### src/sv/usd_pkg.sv
// Shared types and constants for the byte-serial UTF-8 stream decoder.
// Used by the front, queue, back and top level. No dependencies.
package usd_pkg;

  localparam int unsigned CpW    = 32;
  localparam int unsigned ByteW  = 8;
  localparam int unsigned CntW   = 3;
  localparam int unsigned QDepth = 4;
  localparam int unsigned QPtrW  = $clog2(QDepth);
  localparam int unsigned QCntW  = $clog2(QDepth + 1);

  localparam logic [CpW-1:0] ReplResetVal = 32'h0000_001A;

  // One queue entry: an optional leading replacement word, then the main word.
  typedef struct packed {
    logic           pre_rep;
    logic           main_rep;
    logic [CpW-1:0] main_cp;
  } usd_entry_t;

endpackage

### src/sv/usd_front.sv
// Front end: accepts stream bytes, tracks the multi-byte sequence state and
// builds queue entries. Depends on usd_pkg.
module usd_front import usd_pkg::*; (
  input  logic             clk_i,
  input  logic             rst_ni,
  input  logic             accept_i,
  input  logic [ByteW-1:0] data_byte_i,
  output logic             push_o,
  output usd_entry_t       entry_o
);

  logic [CpW-1:0]   acc_q, acc_d;
  logic [CntW-1:0]  rem_q, rem_d;
  logic [CntW-1:0]  len_q, len_d;
  logic [ByteW-1:0] lead_q, lead_d;

  logic [CntW-1:0]  lead_n;
  logic [CpW-1:0]   acc_cat;
  logic [CpW-1:0]   lead_bits;
  logic [CpW-1:0]   value;
  logic             is_cont;
  logic             brk;
  logic             idle_has;
  logic             idle_rep;
  logic [CpW-1:0]   idle_cp;

  always_comb begin
    unique casez (data_byte_i)
      8'b110?????: lead_n = 3'd1;
      8'b1110????: lead_n = 3'd2;
      8'b11110???: lead_n = 3'd3;
      8'b111110??: lead_n = 3'd4;
      8'b1111110?: lead_n = 3'd5;
      8'b1111111?: lead_n = 3'd6;
      default:     lead_n = 3'd0;
    endcase
  end

  // lead payload: low 6-n bits placed at bit 6n
  always_comb begin
    unique case (len_q)
      3'd1:    lead_bits = {21'b0, lead_q[4:0], 6'b0};
      3'd2:    lead_bits = {16'b0, lead_q[3:0], 12'b0};
      3'd3:    lead_bits = {11'b0, lead_q[2:0], 18'b0};
      3'd4:    lead_bits = {6'b0, lead_q[1:0], 24'b0};
      3'd5:    lead_bits = {1'b0, lead_q[0], 30'b0};
      default: lead_bits = '0;
    endcase
  end

  assign acc_cat = {acc_q[CpW-7:0], data_byte_i[5:0]};
  assign value   = acc_cat | lead_bits;
  assign is_cont = (data_byte_i[7:6] == 2'b10);

  always_comb begin
    acc_d    = acc_q;
    rem_d    = rem_q;
    len_d    = len_q;
    lead_d   = lead_q;
    push_o   = 1'b0;
    entry_o  = '0;
    brk      = 1'b0;
    idle_has = 1'b0;
    idle_rep = 1'b0;
    idle_cp  = '0;
    if (rem_q != '0 && is_cont) begin
      acc_d = acc_cat;
      rem_d = rem_q - 3'd1;
      if (rem_q == 3'd1) begin
        push_o           = 1'b1;
        entry_o.main_rep = (value == '0);
        entry_o.main_cp  = value;
      end
    end else begin
      brk = (rem_q != '0);
      if (brk) begin
        rem_d = '0;
      end
      if (data_byte_i == '0) begin
        rem_d = '0;
        len_d = '0;
        acc_d = '0;
      end else if (!data_byte_i[7]) begin
        idle_has = 1'b1;
        idle_cp  = {{(CpW-ByteW){1'b0}}, data_byte_i};
      end else if (!data_byte_i[6]) begin
        idle_has = 1'b1;
        idle_rep = 1'b1;
      end else begin
        lead_d = data_byte_i;
        len_d  = lead_n;
        rem_d  = lead_n;
        acc_d  = '0;
      end
      push_o           = brk | idle_has;
      entry_o.pre_rep  = brk & idle_has;
      entry_o.main_rep = idle_has ? idle_rep : 1'b1;
      entry_o.main_cp  = idle_cp;
    end
  end

  always_ff @(posedge clk_i or negedge rst_ni) begin
    if (!rst_ni) begin
      acc_q  <= '0;
      rem_q  <= '0;
      len_q  <= '0;
      lead_q <= '0;
    end else if (accept_i) begin
      acc_q  <= acc_d;
      rem_q  <= rem_d;
      len_q  <= len_d;
      lead_q <= lead_d;
    end
  end

endmodule

### src/sv/usd_queue.sv
// Small FIFO of decoded entries between the front and back ends.
// Depends on usd_pkg.
module usd_queue import usd_pkg::*; (
  input  logic       clk_i,
  input  logic       rst_ni,
  input  logic       push_i,
  input  usd_entry_t entry_i,
  input  logic       pop_i,
  output logic       full_o,
  output logic       head_valid_o,
  output usd_entry_t head_o
);

  usd_entry_t       mem_q [QDepth];
  logic [QPtrW-1:0] wr_q, rd_q;
  logic [QCntW-1:0] cnt_q;

  assign full_o       = (cnt_q == QCntW'(QDepth));
  assign head_valid_o = (cnt_q != '0);
  assign head_o       = mem_q[rd_q];

  always_ff @(posedge clk_i) begin
    if (push_i) begin
      mem_q[wr_q] <= entry_i;
    end
  end

  always_ff @(posedge clk_i or negedge rst_ni) begin
    if (!rst_ni) begin
      wr_q  <= '0;
      rd_q  <= '0;
      cnt_q <= '0;
    end else begin
      if (push_i) begin
        wr_q <= wr_q + QPtrW'(1);
      end
      if (pop_i) begin
        rd_q <= rd_q + QPtrW'(1);
      end
      case ({push_i, pop_i})
        2'b10:   cnt_q <= cnt_q + QCntW'(1);
        2'b01:   cnt_q <= cnt_q - QCntW'(1);
        default: cnt_q <= cnt_q;
      endcase
    end
  end

endmodule

### src/sv/usd_back.sv
// Back end: expands queue entries into one or two output words and holds
// them in the output register. Depends on usd_pkg.
module usd_back import usd_pkg::*; (
  input  logic           clk_i,
  input  logic           rst_ni,
  input  logic           head_valid_i,
  input  usd_entry_t     head_i,
  input  logic [CpW-1:0] repl_i,
  output logic           pop_o,
  output logic           out_valid_o,
  input  logic           out_stall_i,
  output logic [CpW-1:0] code_point_o,
  output logic           is_replacement_o,
  output logic           last_of_run_o
);

  logic           phase_q;
  logic           out_valid_q;
  logic [CpW-1:0] cp_q;
  logic           rep_q;
  logic           last_q;
  logic           emit_pre;
  logic           use_rep;
  logic           load;

  assign emit_pre = head_i.pre_rep && !phase_q;
  assign use_rep  = emit_pre || head_i.main_rep;
  assign load     = head_valid_i && (!out_valid_q || !out_stall_i);
  assign pop_o    = load && !emit_pre;

  always_ff @(posedge clk_i or negedge rst_ni) begin
    if (!rst_ni) begin
      out_valid_q <= 1'b0;
      phase_q     <= 1'b0;
    end else begin
      if (load) begin
        out_valid_q <= 1'b1;
        phase_q     <= emit_pre;
      end else if (!out_stall_i) begin
        out_valid_q <= 1'b0;
      end
    end
  end

  always_ff @(posedge clk_i) begin
    if (load) begin
      cp_q   <= use_rep ? repl_i : head_i.main_cp;
      rep_q  <= use_rep;
      last_q <= !emit_pre;
    end
  end

  assign out_valid_o      = out_valid_q;
  assign code_point_o     = cp_q;
  assign is_replacement_o = rep_q;
  assign last_of_run_o    = last_q;

endmodule

### src/sv/utf8_stream_decoder.sv
// UTF-8 stream decoder top level: config register, front end, entry queue, back end.
// The first word of a byte goes through the entry queue, then the output register.
// Throughput: one byte per cycle while the queue has room; a byte may yield two words.
// Input stall comes from the 4-entry queue filling up, never from output stall directly.
// Reset (async, active low): sequence state idle, queue empty, replacement value 0x1A.
// Depends on usd_pkg, usd_front, usd_queue, usd_back.
module utf8_stream_decoder import usd_pkg::*; (
  input  logic             clk_i,
  input  logic             rst_ni,
  input  logic             cfg_we_i,
  input  logic [CpW-1:0]   cfg_wdata_i,
  input  logic             in_valid_i,
  output logic             in_stall_o,
  input  logic [ByteW-1:0] data_byte_i,
  output logic             out_valid_o,
  input  logic             out_stall_i,
  output logic [CpW-1:0]   code_point_o,
  output logic             is_replacement_o,
  output logic             last_of_run_o
);

  logic [CpW-1:0] repl_q;
  logic           accept;
  logic           push;
  usd_entry_t     entry;
  logic           q_full;
  logic           head_valid;
  usd_entry_t     head;
  logic           pop;

  always_ff @(posedge clk_i or negedge rst_ni) begin
    if (!rst_ni) begin
      repl_q <= ReplResetVal;
    end else if (cfg_we_i) begin
      repl_q <= cfg_wdata_i;
    end
  end

  assign in_stall_o = q_full;
  assign accept     = in_valid_i && !q_full;

  usd_front u_front (
    .clk_i       (clk_i),
    .rst_ni      (rst_ni),
    .accept_i    (accept),
    .data_byte_i (data_byte_i),
    .push_o      (push),
    .entry_o     (entry)
  );

  usd_queue u_queue (
    .clk_i        (clk_i),
    .rst_ni       (rst_ni),
    .push_i       (push && accept),
    .entry_i      (entry),
    .pop_i        (pop),
    .full_o       (q_full),
    .head_valid_o (head_valid),
    .head_o       (head)
  );

  usd_back u_back (
    .clk_i            (clk_i),
    .rst_ni           (rst_ni),
    .head_valid_i     (head_valid),
    .head_i           (head),
    .repl_i           (repl_q),
    .pop_o            (pop),
    .out_valid_o      (out_valid_o),
    .out_stall_i      (out_stall_i),
    .code_point_o     (code_point_o),
    .is_replacement_o (is_replacement_o),
    .last_of_run_o    (last_of_run_o)
  );

endmodule

### config.mk
export PLATFORM = sky130hd
export DESIGN_NAME = utf8_stream_decoder
export DESIGN_NICKNAME = d
export VERILOG_FILES = /design/src/sv/usd_pkg.sv /design/src/sv/usd_front.sv /design/src/sv/usd_queue.sv /design/src/sv/usd_back.sv /design/src/sv/utf8_stream_decoder.sv
export SDC_FILE = /design/constraint.sdc
export NUM_CORES = 1
export LEC_CHECK = 0
export BUFFER_PORTS_ARGS = -buffer_cell sky130_fd_sc_hd__buf_2
export CORE_MARGIN = 2
export CORE_UTILIZATION = 50
export DETAILED_ROUTE_END_ITERATION = 7
export GPL_TIMING_DRIVEN = 0
export PLACE_DENSITY = 0.72
export SYNTH_ARGS = -nofsm -noshare
export SYNTH_HDL_FRONTEND = slang
export SYNTH_HIERARCHICAL = 1
export SYNTH_SLANG_ARGS = --single-unit
### constraint.sdc
create_clock -name clk_i -period 4.6 [get_ports clk_i]
set_clock_uncertainty 0.2 [all_clocks]
set_input_delay 0.23 -clock clk_i [delete_from_list [all_inputs] [get_ports clk_i]]
set_output_delay 0.23 -clock clk_i [all_outputs]
set_load 0.02 [all_outputs]
; Word level (Yosys, flattened, before mapping)
; Memories as Yosys holds them, arrays and structs flattened.
; Cells that the tools add are included.
; W data, S select, Z words.
[word_totals]
wordCells = 100
out_inout_bits = 36
ramBits = 136
reg_bits = 112
input_bits = 45
mem_count = 1
[memory_table]
columns = name, depth, word_bits, rd, rd_clocked_by_memory_dff, wr, line_no
row1 = u_queue.mem_q, 4, 34, 1, 0, 1, usd_queue.sv:14  ; usd_entry_t mem_q [QDepth];
[classes]
n_eq_ne = 17
mux = 34
reduce_logical = 25
add_sub_neg = 5
bitwise = 5
[op_table]
columns = operator, n
row1 = $pmux W31 S5, 1
row2 = $mux W26, 4
row3 = $mux W33, 2
row4 = $mux W32, 2
row5 = $logic_not A32 Y1, 1
row6 = $or A32 B31 Y32, 1
row7 = $mux W3, 8
row8 = $pmux W3 S6, 1
row9 = $eq A7 B7 Y1 const B, 2
row10 = $mux W1, 14
row11 = $eq A3 B3 Y1 const B, 4
row12 = $reduce_bool A3 Y1, 4
row13 = $logic_not A8 Y1, 1
row14 = $mux W7, 1
row15 = $eq A3 B1 Y1 const B, 2
row16 = $eq A3 B2 Y1 const B, 2
row17 = $eq A6 B6 Y1 const B, 1
row18 = $logic_and A1 B1 Y1, 6
row19 = $pmux W3 S2, 1
row20 = $reduce_bool A2 Y1, 3
row21 = $sub A3 B1 Y3 const B, 2
row22 = $eq A5 B5 Y1 const B, 1
row23 = $logic_not A1 Y1, 5
row24 = $reduce_and A5 Y1, 1
row25 = 12 further kinds, 16

; Depth between registers and ports, before layout
; Gate-level depths: netlist of the first run.
[depth]
word_depth = 9
mapped_depth = 13
depth_no_buf = 12

; By module
; The synthesis of the first run kept the hierarchy.
[modules_own_cells]
columns = mod, cells_per_inst, n_inst, area_each_um2, seq_area_each_um2
row1 = usd_queue, 211, 1, 5351.4, 4259.1
row2 = usd_front, 222, 1, 2104.5, 925.9
row3 = usd_back, 80, 1, 1675.4, 1071.0
row4 = utf8_stream_decoder, 70, 1, 1363.8, 804.5

; Worst setup path before layout of the first run
; Ideal clock, no wire load.
[synth_timing]
path_type = register -> register
start = register u_front.rem_q[0]
end = memory u_queue/mem_q[0][0] in the netlist's numbering (enable)
t_arrival_ns = 2.626
period_less_slack_ns = 3.220
n_path_buf = 1
stages_incl_launch_ff = 8
setup_slack_ns = 1.380
path_cell_list = dfrtp_1 -> inv_1 -> ha_1 -> or4b_1 -> buf_2 -> a22oi_1 -> and3b_1 -> and2_1
[synth_between]
elab_chain_cells = 6
[synth_lines]
columns = item, line_no
row1 = "start, declared", usd_front.sv:13  ; logic [CntW-1:0] rem_q, rem_d;
row2 = "start signal, assigned", usd_front.sv:110  ; rem_q <= rem_d;
row3 = $eq A3 B1 Y1 / $reduce_bool A3 Y1 (equally long branches), "usd_front.sv:69, usd_front.sv:66, usd_front.sv:75"
row4 = "$mux W1, or another cell as far along", usd_front.sv:69  ; if (rem_q == 3'd1) begin
row5 = $mux W1 *, usd_front.sv:66  ; if (rem_q != '0 && is_cont) begin
row6 = net push, utf8_stream_decoder.sv:24  ; logic push;
row7 = $logic_and A1 B1 Y1 *, utf8_stream_decoder.sv:54  ; .push_i (push && accept),
row8 = $mux W1 *, usd_queue.sv:23  ; if (push_i) begin
row9 = $mux W1 (implied by the code) *, usd_queue.sv:24  ; mem_q[wr_q] <= entry_i;
row10 = "end, declared", usd_queue.sv:14
; Mark *: on every way through the listed nets, which the timed path passes. The rest lies on a longest branch.

; Final worst setup path of the first run
[layout_timing]
start = register u_front.rem_q[0]
end = register u_queue.cnt_q[2]
[layout_between]
elab_chain_cells = 6
[layout_lines]
columns = item, line_no
row1 = $eq A3 B1 Y1 / $reduce_bool A3 Y1 (equally long branches), "usd_front.sv:69, usd_front.sv:66, usd_front.sv:75"
row2 = "$mux W1, or another cell as far along", usd_front.sv:69
row3 = $mux W1 *, usd_front.sv:66
row4 = net push, utf8_stream_decoder.sv:24
row5 = $logic_and A1 B1 Y1 *, utf8_stream_decoder.sv:54
row6 = $eq A2 B1 Y1 / $eq A2 B2 Y1 (equally long branches), usd_queue.sv:40  ; case ({push_i, pop_i})
row7 = $pmux W3 S2 / $reduce_bool A2 Y1 (equally long branches), n/a
row8 = "end signal, assigned", usd_queue.sv:41  ; 2'b10: cnt_q <= cnt_q + QCntW'(1);
row9 = "end signal, assigned", usd_queue.sv:42  ; 2'b01: cnt_q <= cnt_q - QCntW'(1);
row10 = "end signal, assigned", usd_queue.sv:43  ; default: cnt_q <= cnt_q;
row11 = "end, declared", usd_queue.sv:16  ; logic [QCntW-1:0] cnt_q;
; Marked as above.
; A chain may end at the register's enable or synchronous reset.

==> flow_summary.ini, run 1 <==
[detailed_routing]
wl_met2_mm = 10.37
vias_per_cell = 5.508
drt_pass1_iterations = 4
drc_errors = 0
route.antenna.remaining_nets = 0
routed_wirelength_mm = 21.05
highest_layer = met4
drt_iter0_drc = 470
via_count = 5701
wl_met1_mm = 9.302
wl_met3_microns = 990
wl_per_cell_microns = 20.34

[power_and_ir_drop]
power_uw = 7723
power.density_nw_per_um2 = 612.2
p_leak_uw = 0.004950
ir_worst_vdd_v = 0.0002363

[grt]
grt_pass1_vias = 5955
grt_first_pass_wirelength_mm = 32.84
grt_antenna_before_repair = 0
grt_start_max_net_pins = 54
track_usage = 0.1915
grt-ovfl-total = 0

[final_layout]
n_antenna_cell = 0
nNetsFinal = 795
post-route-cell-area_sq_um = 12620
drive_above_1_share = 0.3382
area_growth_pct = 20.21
fillerInstances = 1499

[worst_hold_path]
hp-start = cfg_we_i
min_to = repl_q[1]$_DFFE_PN1P_
hold_path.class = in2reg
hold_depth = 3

[clock_network]
cts_buffers = 26
htree_levels = 1
clk_pin_slew_ns = 0.06
cts_tree = built
clockBufferDepth = 3
insertion_delay_ns = 0.52
cts_sinks = 248
root_buffer = clkbuf_16
cts_setup_buffers = 0

[sta]
drv_slew = 0
worst_slew_pin_slew_ns = 0.9778
grt_setup_unrepaired = no
min_period_ns = 3.462
finalHoldViolCount = 0
fmax_mhz = 288.8
slew_headroom = 0.3481
setup-tns-final_ns = 0
min_period_over_period = 0.7527
setup_viol = 0
whs_ns = 0.01333

[yosys]
yosys_register_bits = 248
syn_area_sq_um = 10500
synth_top_cell_by_area = edfxtp_1
synth_most_common_cell = edfxtp_1
synth_area_leaders = edfxtp_1 (49%), dfrtp_1 (18%), mux2_4 (8.4%)
yosys_most_used_dff = edfxtp_1
ys_warn_count = 6
synth_edf_count = 170
netlist_top_cells_count = edfxtp_1 (170), dfrtp_1 (75), mux2_4 (59), nor2_1 (31), mux4_2 (28)
synth-seq-area-share = 0.6727
synth_cell_types = 57
avgSynthCellArea_sq_um = 18.00
yosysTopAreaCellShare = 0.4864
synthesis.nets = 637
async_reset_ff_frac = 0.3145
syn_inst = 583

[outcome]
status = completed

[floorplan]
die_h_microns = 148.9
ioPinCount = 81
die_area_sq_um = 22170
start_util = 0.5040
core_sq_um = 20820
core.rowCount = 53
die_x_microns = 148.9

[critical_path]
r2r-end = u_queue/cnt_q[2]$_DFFE_PN0P_
cp_num_buf_inv = 3
crit_slowest_cell = or4b_1
cp.depth = 12
cp_top_family = simple AND/OR/NAND/NOR gates
r2r_cells = 12
r2r_slack_ns = 1.14
worstPathArrival_ns = 3.69
worstSetupEndpointType = register
crit_path_cell_trace = inv_1, ha_1, or4b_1, buf_2, a22oi_1, and3b_1, inv_1, ha_1, fa_1, xnor2_1, nor2_1, xor2_1
max_stage_delay_ns = 0.51
crit_fanout = 8
cp-start-kind = register
cp-startpoint = u_front/rem_q[0]$_DFFE_PN0P_
required_ns = 4.83
critPathKind = reg2reg
reg2reg_from = u_front/rem_q[0]$_DFFE_PN0P_

[placement]
dp_hpwl_mm = 13.78
numPortBuffers = 79
gp_congestion = 0.9076
post_dp_cell_area_sq_um = 11350

[run]
maxCapViolations = 0
[cells in the final DEF (no fill, tap or decap), drive strengths merged, types with 5 or more instances in the layout]
cell         Yosys  routed
a31oi            8       8
dfrtp           75      75
ha               8       8
dlygate4sd3      0      45
nor4             6       6
edfxtp         170     170
clkbuf           7      45
and2            19      19
o21ai            5       5
a22o            27      27
inv             11      11
a21oi           15      15
nor2            33      33
clkinv           0       6
mux2            70      70
buf             24     109
nor2b           11      11
nand2           10      10
mux4            34      34
[worst max-delay path by stage]
stage,end,slack (ns)
final,u_queue/cnt_q[2]$_DFFE_PN0P_,1.14
after global placement,u_queue/mem_q[0][12]$_DFFE_PP_,0.56
after detailed placement,u_queue/cnt_q[2]$_DFFE_PN0P_,1.18
after CTS,u_queue/cnt_q[2]$_DFFE_PN0P_,1.15
after global routing,u_queue/cnt_q[2]$_DFFE_PN0P_,0.97
after floorplan,u_queue/mem_q[0][0]$_DFFE_PP_,1.38
[registers in the layout (all words and copies together) (netlist names)]
name / flops
u_back/phase_q: 1
u_back/last_of_run_o: 1
repl_q: 32
u_back/out_valid_o: 1
u_queue/mem_q: 136
u_front/len_q: 3
u_front/lead_q: 5
u_queue/cnt_q: 3
u_queue/rd_q: 2
u_queue/wr_q: 2
u_back/code_point_o: 32
u_front/acc_q: 26
u_back/is_replacement_o: 1
u_front/rem_q: 3
[where the power goes]
part	internal (uW)	switching (uW)
logic	1260	1280
clock network	1120	811
registers	3020	228
[per-layer routing]
metal	vias to the layer above	track usage
met2	161	0.3228
met1	2922	0.2652
met4	0	0.04381
met3	33	0.03089
met5	-	0
li1	2585	-
[worst register-to-register path, cell delays in order (launching register included)]
cell and delay, ns:
dfrtp_1 0.39, inv_1 0.09, ha_1 0.26, or4b_1 0.51
buf_2 0.19, a22oi_1 0.20, and3b_1 0.35, inv_1 0.08
ha_1 0.25, fa_1 0.38, xnor2_1 0.15, nor2_1 0.15
xor2_1 0.18
[through the flow]
stage                     setup slack (ns)  cells  utilization
after global routing                0.9729   1035       0.6059
after CTS                            1.150   1035       0.6059
after global placement              0.5571    937       0.5395
after floorplan                      1.380    583            -
after detailed placement             1.178    942       0.5451
final                                1.138   1035       0.6059
[repair_timing]
item                      in CTS  in global routing
hold endpoints to repair     129                  0
hold buffers                  46                  0
gates resized for setup        0                  0
[logic make-up (layout without fill, tap and decap cells)]
family          Yosys count  after routing  share of synthesized area
compound gates           68             68                    0.04697
xor+xnor                  6              6                   0.005008
fa+ha+maj                 9              9                    0.01145
buf+inv                  42            219                    0.03422
flops                   248            248                     0.6727
mux                     104            104                     0.1713
simple gates            106            106                    0.05830
[final cells by class]
type / count / area (sq um) / share of cell area
Buffer: 31 / 317.8 / 0.02519
Clock buffer: 38 / 747.0 / 0.05921
Clock inverter: 9 / 47.55 / 0.003769
Inverter: 11 / 41.29 / 0.003273
Multi-Input combinational cell: 293 / 3082 / 0.2443
Sequential cell: 248 / 7061 / 0.5597
Tap cell: 275 / 344.1 / 0.02727
Timing Repair Buffer: 130 / 975.9 / 0.07736
Note: power is estimated with default switching activity, not from simulation.
==> inputs of run 2 (changes only) <==
==> constraint.sdc (replaced) <==
create_clock -name clk_i -period 3.5 [get_ports clk_i]
set_clock_uncertainty 0.2 [all_clocks]
set_input_delay 0.175 -clock clk_i [delete_from_list [all_inputs] [get_ports clk_i]]
set_output_delay 0.175 -clock clk_i [all_outputs]
set_load 0.02 [all_outputs]
==> run 2 against run 1 <==
Setup slack got worse by 0.93 ns. Clock power rose by 32%. Critical path depth did not move. Non-clock buffer count rose by 34. Hold slack improved by 0.21 ns. First-iteration DRC count rose by 6.8%. Combinational power rose by 35%. Clock-buffer cell count did not move. Critical path type unchanged. Register-to-register slack got worse by 0.93 ns. Critical endpoint unchanged. Final area rose by 2.7%. Routed wire length rose by 3.4%.
==> flow_summary.ini, run 2 (synthesis gave the netlist of run 1 again) <==
[critical_path]
crit_path_cell_trace = inv_1, ha_1, or4b_1, buf_2, a22oi_1, and3b_2, inv_1, ha_1, fa_1, xnor2_1, nor2_1, xor2_1
r2r_slack_ns = 0.21
max_stage_delay_ns = 0.51
worstSetupEndpointType = register
required_ns = 3.73
crit_fanout = 7
crit_slowest_cell = or4b_1
cp-start-kind = register
critPathKind = reg2reg
worstPathArrival_ns = 3.52

[final_layout]
multi_input_area_sq_um = 3083
n_antenna_cell = 0
regMostFlops = u_queue/mem_q
largest_reg_flops = 136
drive_above_1_share = 0.3262
final_common_cell = edfxtp_1
fillerInstances = 1478
nNetsFinal = 829
final_cell_mix = edfxtp_1 (170), buf_2 (86), dlygate4sd3_1 (78)
area_growth_pct = 23.44
utilization = 0.6222
regArea_sq_um = 7061

[power_and_ir_drop]
p_sw_frac = 0.3009
seq_power_share = 0.418
p_leak_uw = 0.005097
p_int_uw = 7157
power_uw = 10240
p_comb_frac = 0.334
p_clk_frac = 0.248
power.density_nw_per_um2 = 790.3
ir_worst_vdd_v = 0.0003092
switching_power_uw = 3081

[floorplan]
core.rowCount = 53
ioPinCount = 81
die_h_microns = 148.9
die_area_sq_um = 22170
core_sq_um = 20820
start_util = 0.5040
die_x_microns = 148.9

[grt]
grt_start_max_net_pins = 54
grt_first_pass_wirelength_mm = 34.05
grt_antenna_before_repair = 0
grt-ovfl-total = 0
track_usage = 0.1984
grt_pass1_vias = 6121

[sta]
min_period_ns = 3.288
fmax_mhz = 304.2
grt_setup_unrepaired = no
min_period_over_period = 0.9393
setup_viol = 0
slew_headroom = 0.3360
worst_slew_pin_slew_ns = 0.9960
finalHoldViolCount = 0
drv_slew = 0

[clock_network]
insertion_delay_ns = 0.52
htree_levels = 1
clk_pin_slew_ns = 0.06
cts_tree = built
clockBufferDepth = 3
root_buffer = clkbuf_16
cts_buffers = 26
cts_sinks = 248

[detailed_routing]
wl_per_cell_microns = 20.36
routed_wirelength_mm = 21.77
drt_pass1_iterations = 5
vias_per_cell = 5.485
route.antenna.remaining_nets = 0
via_count = 5863
drt_iter0_drc = 502
drc_errors = 0

[outcome]
status = completed

[placement]
numPortBuffers = 79
gp_congestion = 0.9076
dp_hpwl_mm = 13.78

[worst_hold_path]
hold_path.class = in2reg

[run]
maxCapViolations = 0
## run 2: through the flow
stage / worst slack (ns) / TNS (ns) / hold slack, ns / cell area, sq um / cells
CTS: 0.05039 / 0 / 0.2081 / 12950 / 1068
detailed placement: 0.07838 / 0 / -0.07587 / 11350 / 942
floorplan: 0.2796 / 0 / -0.3206 / 10500 / 583
finish: 0.2123 / 0 / 0.2265 / 12950 / 1069
global route: 0.07146 / 0 / 0.2549 / 12950 / 1069
global placement: -0.5429 / -68.43 / 0.2071 / 11230 / 937
## run 2: final timing paths
kind / start / to / depth (start not counted)
worst max register to register: u_front/rem_q[0]$_DFFE_PN0P_ / u_queue/cnt_q[2]$_DFFE_PN0P_ / 12
max in group asynchronous: rst_ni / u_back/out_valid_o$_DFFE_PN0P_ / 4
worst max-delay path: u_front/rem_q[0]$_DFFE_PN0P_ / u_queue/cnt_q[2]$_DFFE_PN0P_ / 12
min in group asynchronous: rst_ni / repl_q[2]$_DFFE_PN0P_ / 4
worst min register to register: u_back/out_valid_o$_DFFE_PN0P_ / u_back/out_valid_o$_DFFE_PN0P_ / 2
worst min-delay path: out_stall_i / u_back/out_valid_o$_DFFE_PN0P_ / 4
## run 2: power by group through the flow
stage	logic, uW	clock network, uW	registers, uW
2_1_floorplan	2220	0	4520
3_3_place_gp	3180	0	4300
3_5_place_dp	3320	0	4320
4_1_cts	3440	2590	4270
5_1_grt	3670	2710	4330
6_report	3420	2540	4280
## run 2: cell type report
class                   count  share of cell area
multi-input cells         293              0.2380
clock buffers              38             0.05766
repair buffers            164              0.1014
plain buffers              31             0.02453
flip-flops and latches    248              0.5450
clock inverters             9            0.003670
inverters                  11            0.003187
well taps                 275             0.02656
## run 2: critical path: cells and delay by family, from the launching register on
kind                       cells  cell delay, ns
and+or+nand+nor                3            0.88
adders and majority gates      3            0.87
DFF                            1            0.39
buffers and inverters          3            0.32
xor gates and xnor gates       2            0.32
AOI/OAI and AO/OA              1            0.20
## run 2: what timing repair did
action,4_1_cts,5_1_grt
buffers inserted,0,1
endpoints found under the hold margin,149,0
endpoints found under the setup margin,0,1
hold buffers,79,0
gates resized for setup,0,1
## run 2: layer usage
metal	GRT usage	wire length (microns)	up-vias
met2	0.3399	10900	156
met4	0.04095	297	0
li1	-	-	2650
met5	0	0	-
met3	0.03058	1024	27
met1	0.2726	9541	3030
==> inputs of run 3 (changes only) <==
--- a/config.mk
+++ b/config.mk
@@ -6,7 +6,6 @@
 export NUM_CORES = 1
 export LEC_CHECK = 0
 export BUFFER_PORTS_ARGS = -buffer_cell sky130_fd_sc_hd__buf_2
-export CORE_MARGIN = 2
 export CORE_UTILIZATION = 50
 export DETAILED_ROUTE_END_ITERATION = 7
 export GPL_TIMING_DRIVEN = 0
==> run 3 against run 2 <==
Non-clock buffer count is 1 lower. Register-to-register slack improved by 0.02 ns. Core utilization is 1.4 points higher. Global-route usage grew 0.12 points. Final area is 0.34% higher. Highest routed layer unchanged. Die area shrank 2.7%. Largest cell class unchanged.
==> flow_summary.ini, run 3 (synthesis gave the netlist of run 1 again) <==
[detailed_routing]
routed_wirelength_mm = 20.87
route.antenna.remaining_nets = 0
drt_iter0_drc = 458
drc_errors = 0
drt_pass1_iterations = 7
via_count = 5820
vias_per_cell = 5.470
wl_per_cell_microns = 19.61

[clock_network]
htree_levels = 1
clk_pin_slew_ns = 0.06
root_buffer = clkbuf_16
insertion_delay_ns = 0.52
cts_tree = built
cts_buffers = 26
clockBufferDepth = 3
cts_sinks = 248

[floorplan]
core.rowCount = 52
ioPinCount = 81
die_x_microns = 146.9
start_util = 0.5137
die_h_microns = 146.9
core_sq_um = 20430
die_area_sq_um = 21570

[sta]
setup_viol = 0
min_period_over_period = 0.9334
whs_ns = 0.2262
worst_slew_pin_slew_ns = 0.9884
drv_slew = 0
fmax_mhz = 306.1
finalHoldViolCount = 0
min_period_ns = 3.267
slew_headroom = 0.3410
grt_setup_unrepaired = no

[critical_path]
worstPathArrival_ns = 3.45
required_ns = 3.69
crit_fanout = 7
worstSetupEndpointType = register
cp-start-kind = register
critPathKind = reg2reg
cp-startpoint = u_front/rem_q[0]$_DFFE_PN0P_
reg2reg_from = u_front/rem_q[0]$_DFFE_PN0P_

[grt]
track_usage = 0.1995
grt-ovfl-total = 0
grt_start_max_net_pins = 54
grt_first_pass_wirelength_mm = 33.35
grt_pass1_vias = 6065
grt_antenna_before_repair = 0

[final_layout]
drive_above_1_share = 0.3275
regMostFlops = u_queue/mem_q
final_cell_mix = edfxtp_1 (170), buf_2 (86), dlygate4sd3_1 (77)
post-route-cell-area_sq_um = 13000
nNetsFinal = 828
final_common_cell = edfxtp_1
largest_reg_flops = 136
n_antenna_cell = 0
area_growth_pct = 23.86
fillerInstances = 1419

[placement]
numPortBuffers = 79
dp_hpwl_mm = 13.47
gp_congestion = 0.8818
post_dp_cell_area_sq_um = 11340

[outcome]
status = completed

[power_and_ir_drop]
power.density_nw_per_um2 = 796.6
p_leak_uw = 0.005130
ir_worst_vdd_v = 0.0003020

[run]
maxCapViolations = 0

[worst_hold_path]
hp-start = out_stall_i
hold_path.class = in2reg
[run 3: cell types whose count changed in the layout (fill, tap and decap cells not counted), sizes merged]
cell         before  now
clkinvlp          3    0
bufinv            0    2
dlygate4sd3      78   77
clkbuf           45   47
[run 3: timing repair]
| item | 4_1_cts | 5_1_grt |
|---|---|---|
| hold buffers | 78 | 0 |
| buffers inserted | 0 | 1 |
| resized for setup | 0 | 1 |
| endpoints found under the setup margin | 0 | 1 |
| endpoints found under the hold margin | 146 | 0 |
[run 3: metal layers]
metal	vias up	GRT usage	wire (microns)
met5	-	0	0
met4	0	0.05729	450
met3	31	0.02857	1097
met2	185	0.3296	10280
met1	2961	0.2776	9043
li1	2643	-	-
[run 3: per-stage QoR]
step / cells / TNS, ns / setup slack (ns) / total power [uW] / util
after floorplan: 583 / 0 / 0.2796 / 6740 / -
after global placement: 932 / -69.96 / -0.5310 / 7476 / 0.5496
after detailed placement: 937 / 0 / 0.1496 / 7635 / 0.5553
after CTS: 1063 / 0 / 0.1191 / 10430 / 0.6358
after global routing: 1064 / 0 / 0.05110 / 10840 / 0.6363
final: 1064 / 0 / 0.2332 / 10360 / 0.6363
[run 3: layout make-up]
type | count | area [sq um] | share of cell area
tap | 270 | 337.8 | 0.02599
multi-input combinational | 293 | 3083 | 0.2372
clock inverter | 8 | 90.09 | 0.006930
timing repair buffer | 163 | 1304 | 0.1003
inverter | 11 | 41.29 | 0.003176
sequential | 248 | 7061 | 0.5432
buffer | 31 | 317.8 | 0.02445
clock buffer | 40 | 764.5 | 0.05881
[run 3: worst max-delay path: stages (launching register included)]
cell and delay, ns:
dfrtp_1 0.40, inv_1 0.10, ha_1 0.25, or4b_1 0.51, buf_2 0.19, a22oi_1 0.19
and3b_2 0.25, inv_1 0.05, ha_1 0.22, fa_1 0.38, xnor2_1 0.18, nor2_1 0.07
xor2_1 0.14
[run 3: path summary, 6_finish.rpt]
path | endpoint | slack (ns) | cells past startpoint
worst max register to register | u_queue/cnt_q[2]$_DFFE_PN0P_ | 0.23 | 12
min in group asynchronous | repl_q[2]$_DFFE_PN0P_ | 0.55 | 4
worst min register to register | u_queue/cnt_q[2]$_DFFE_PN0P_ | 0.29 | 1
max in group asynchronous | u_back/out_valid_o$_DFFE_PN0P_ | 2.23 | 4
worst min-delay path | u_back/out_valid_o$_DFFE_PN0P_ | 0.23 | 4
worst max-delay path | u_queue/cnt_q[2]$_DFFE_PN0P_ | 0.23 | 12
[run 3: where the power goes]
group	internal (uW)	total [uW]	switching, uW
Sequential	3970	4260	290
Clock	1640	2700	1050
Combinational	1710	3400	1690
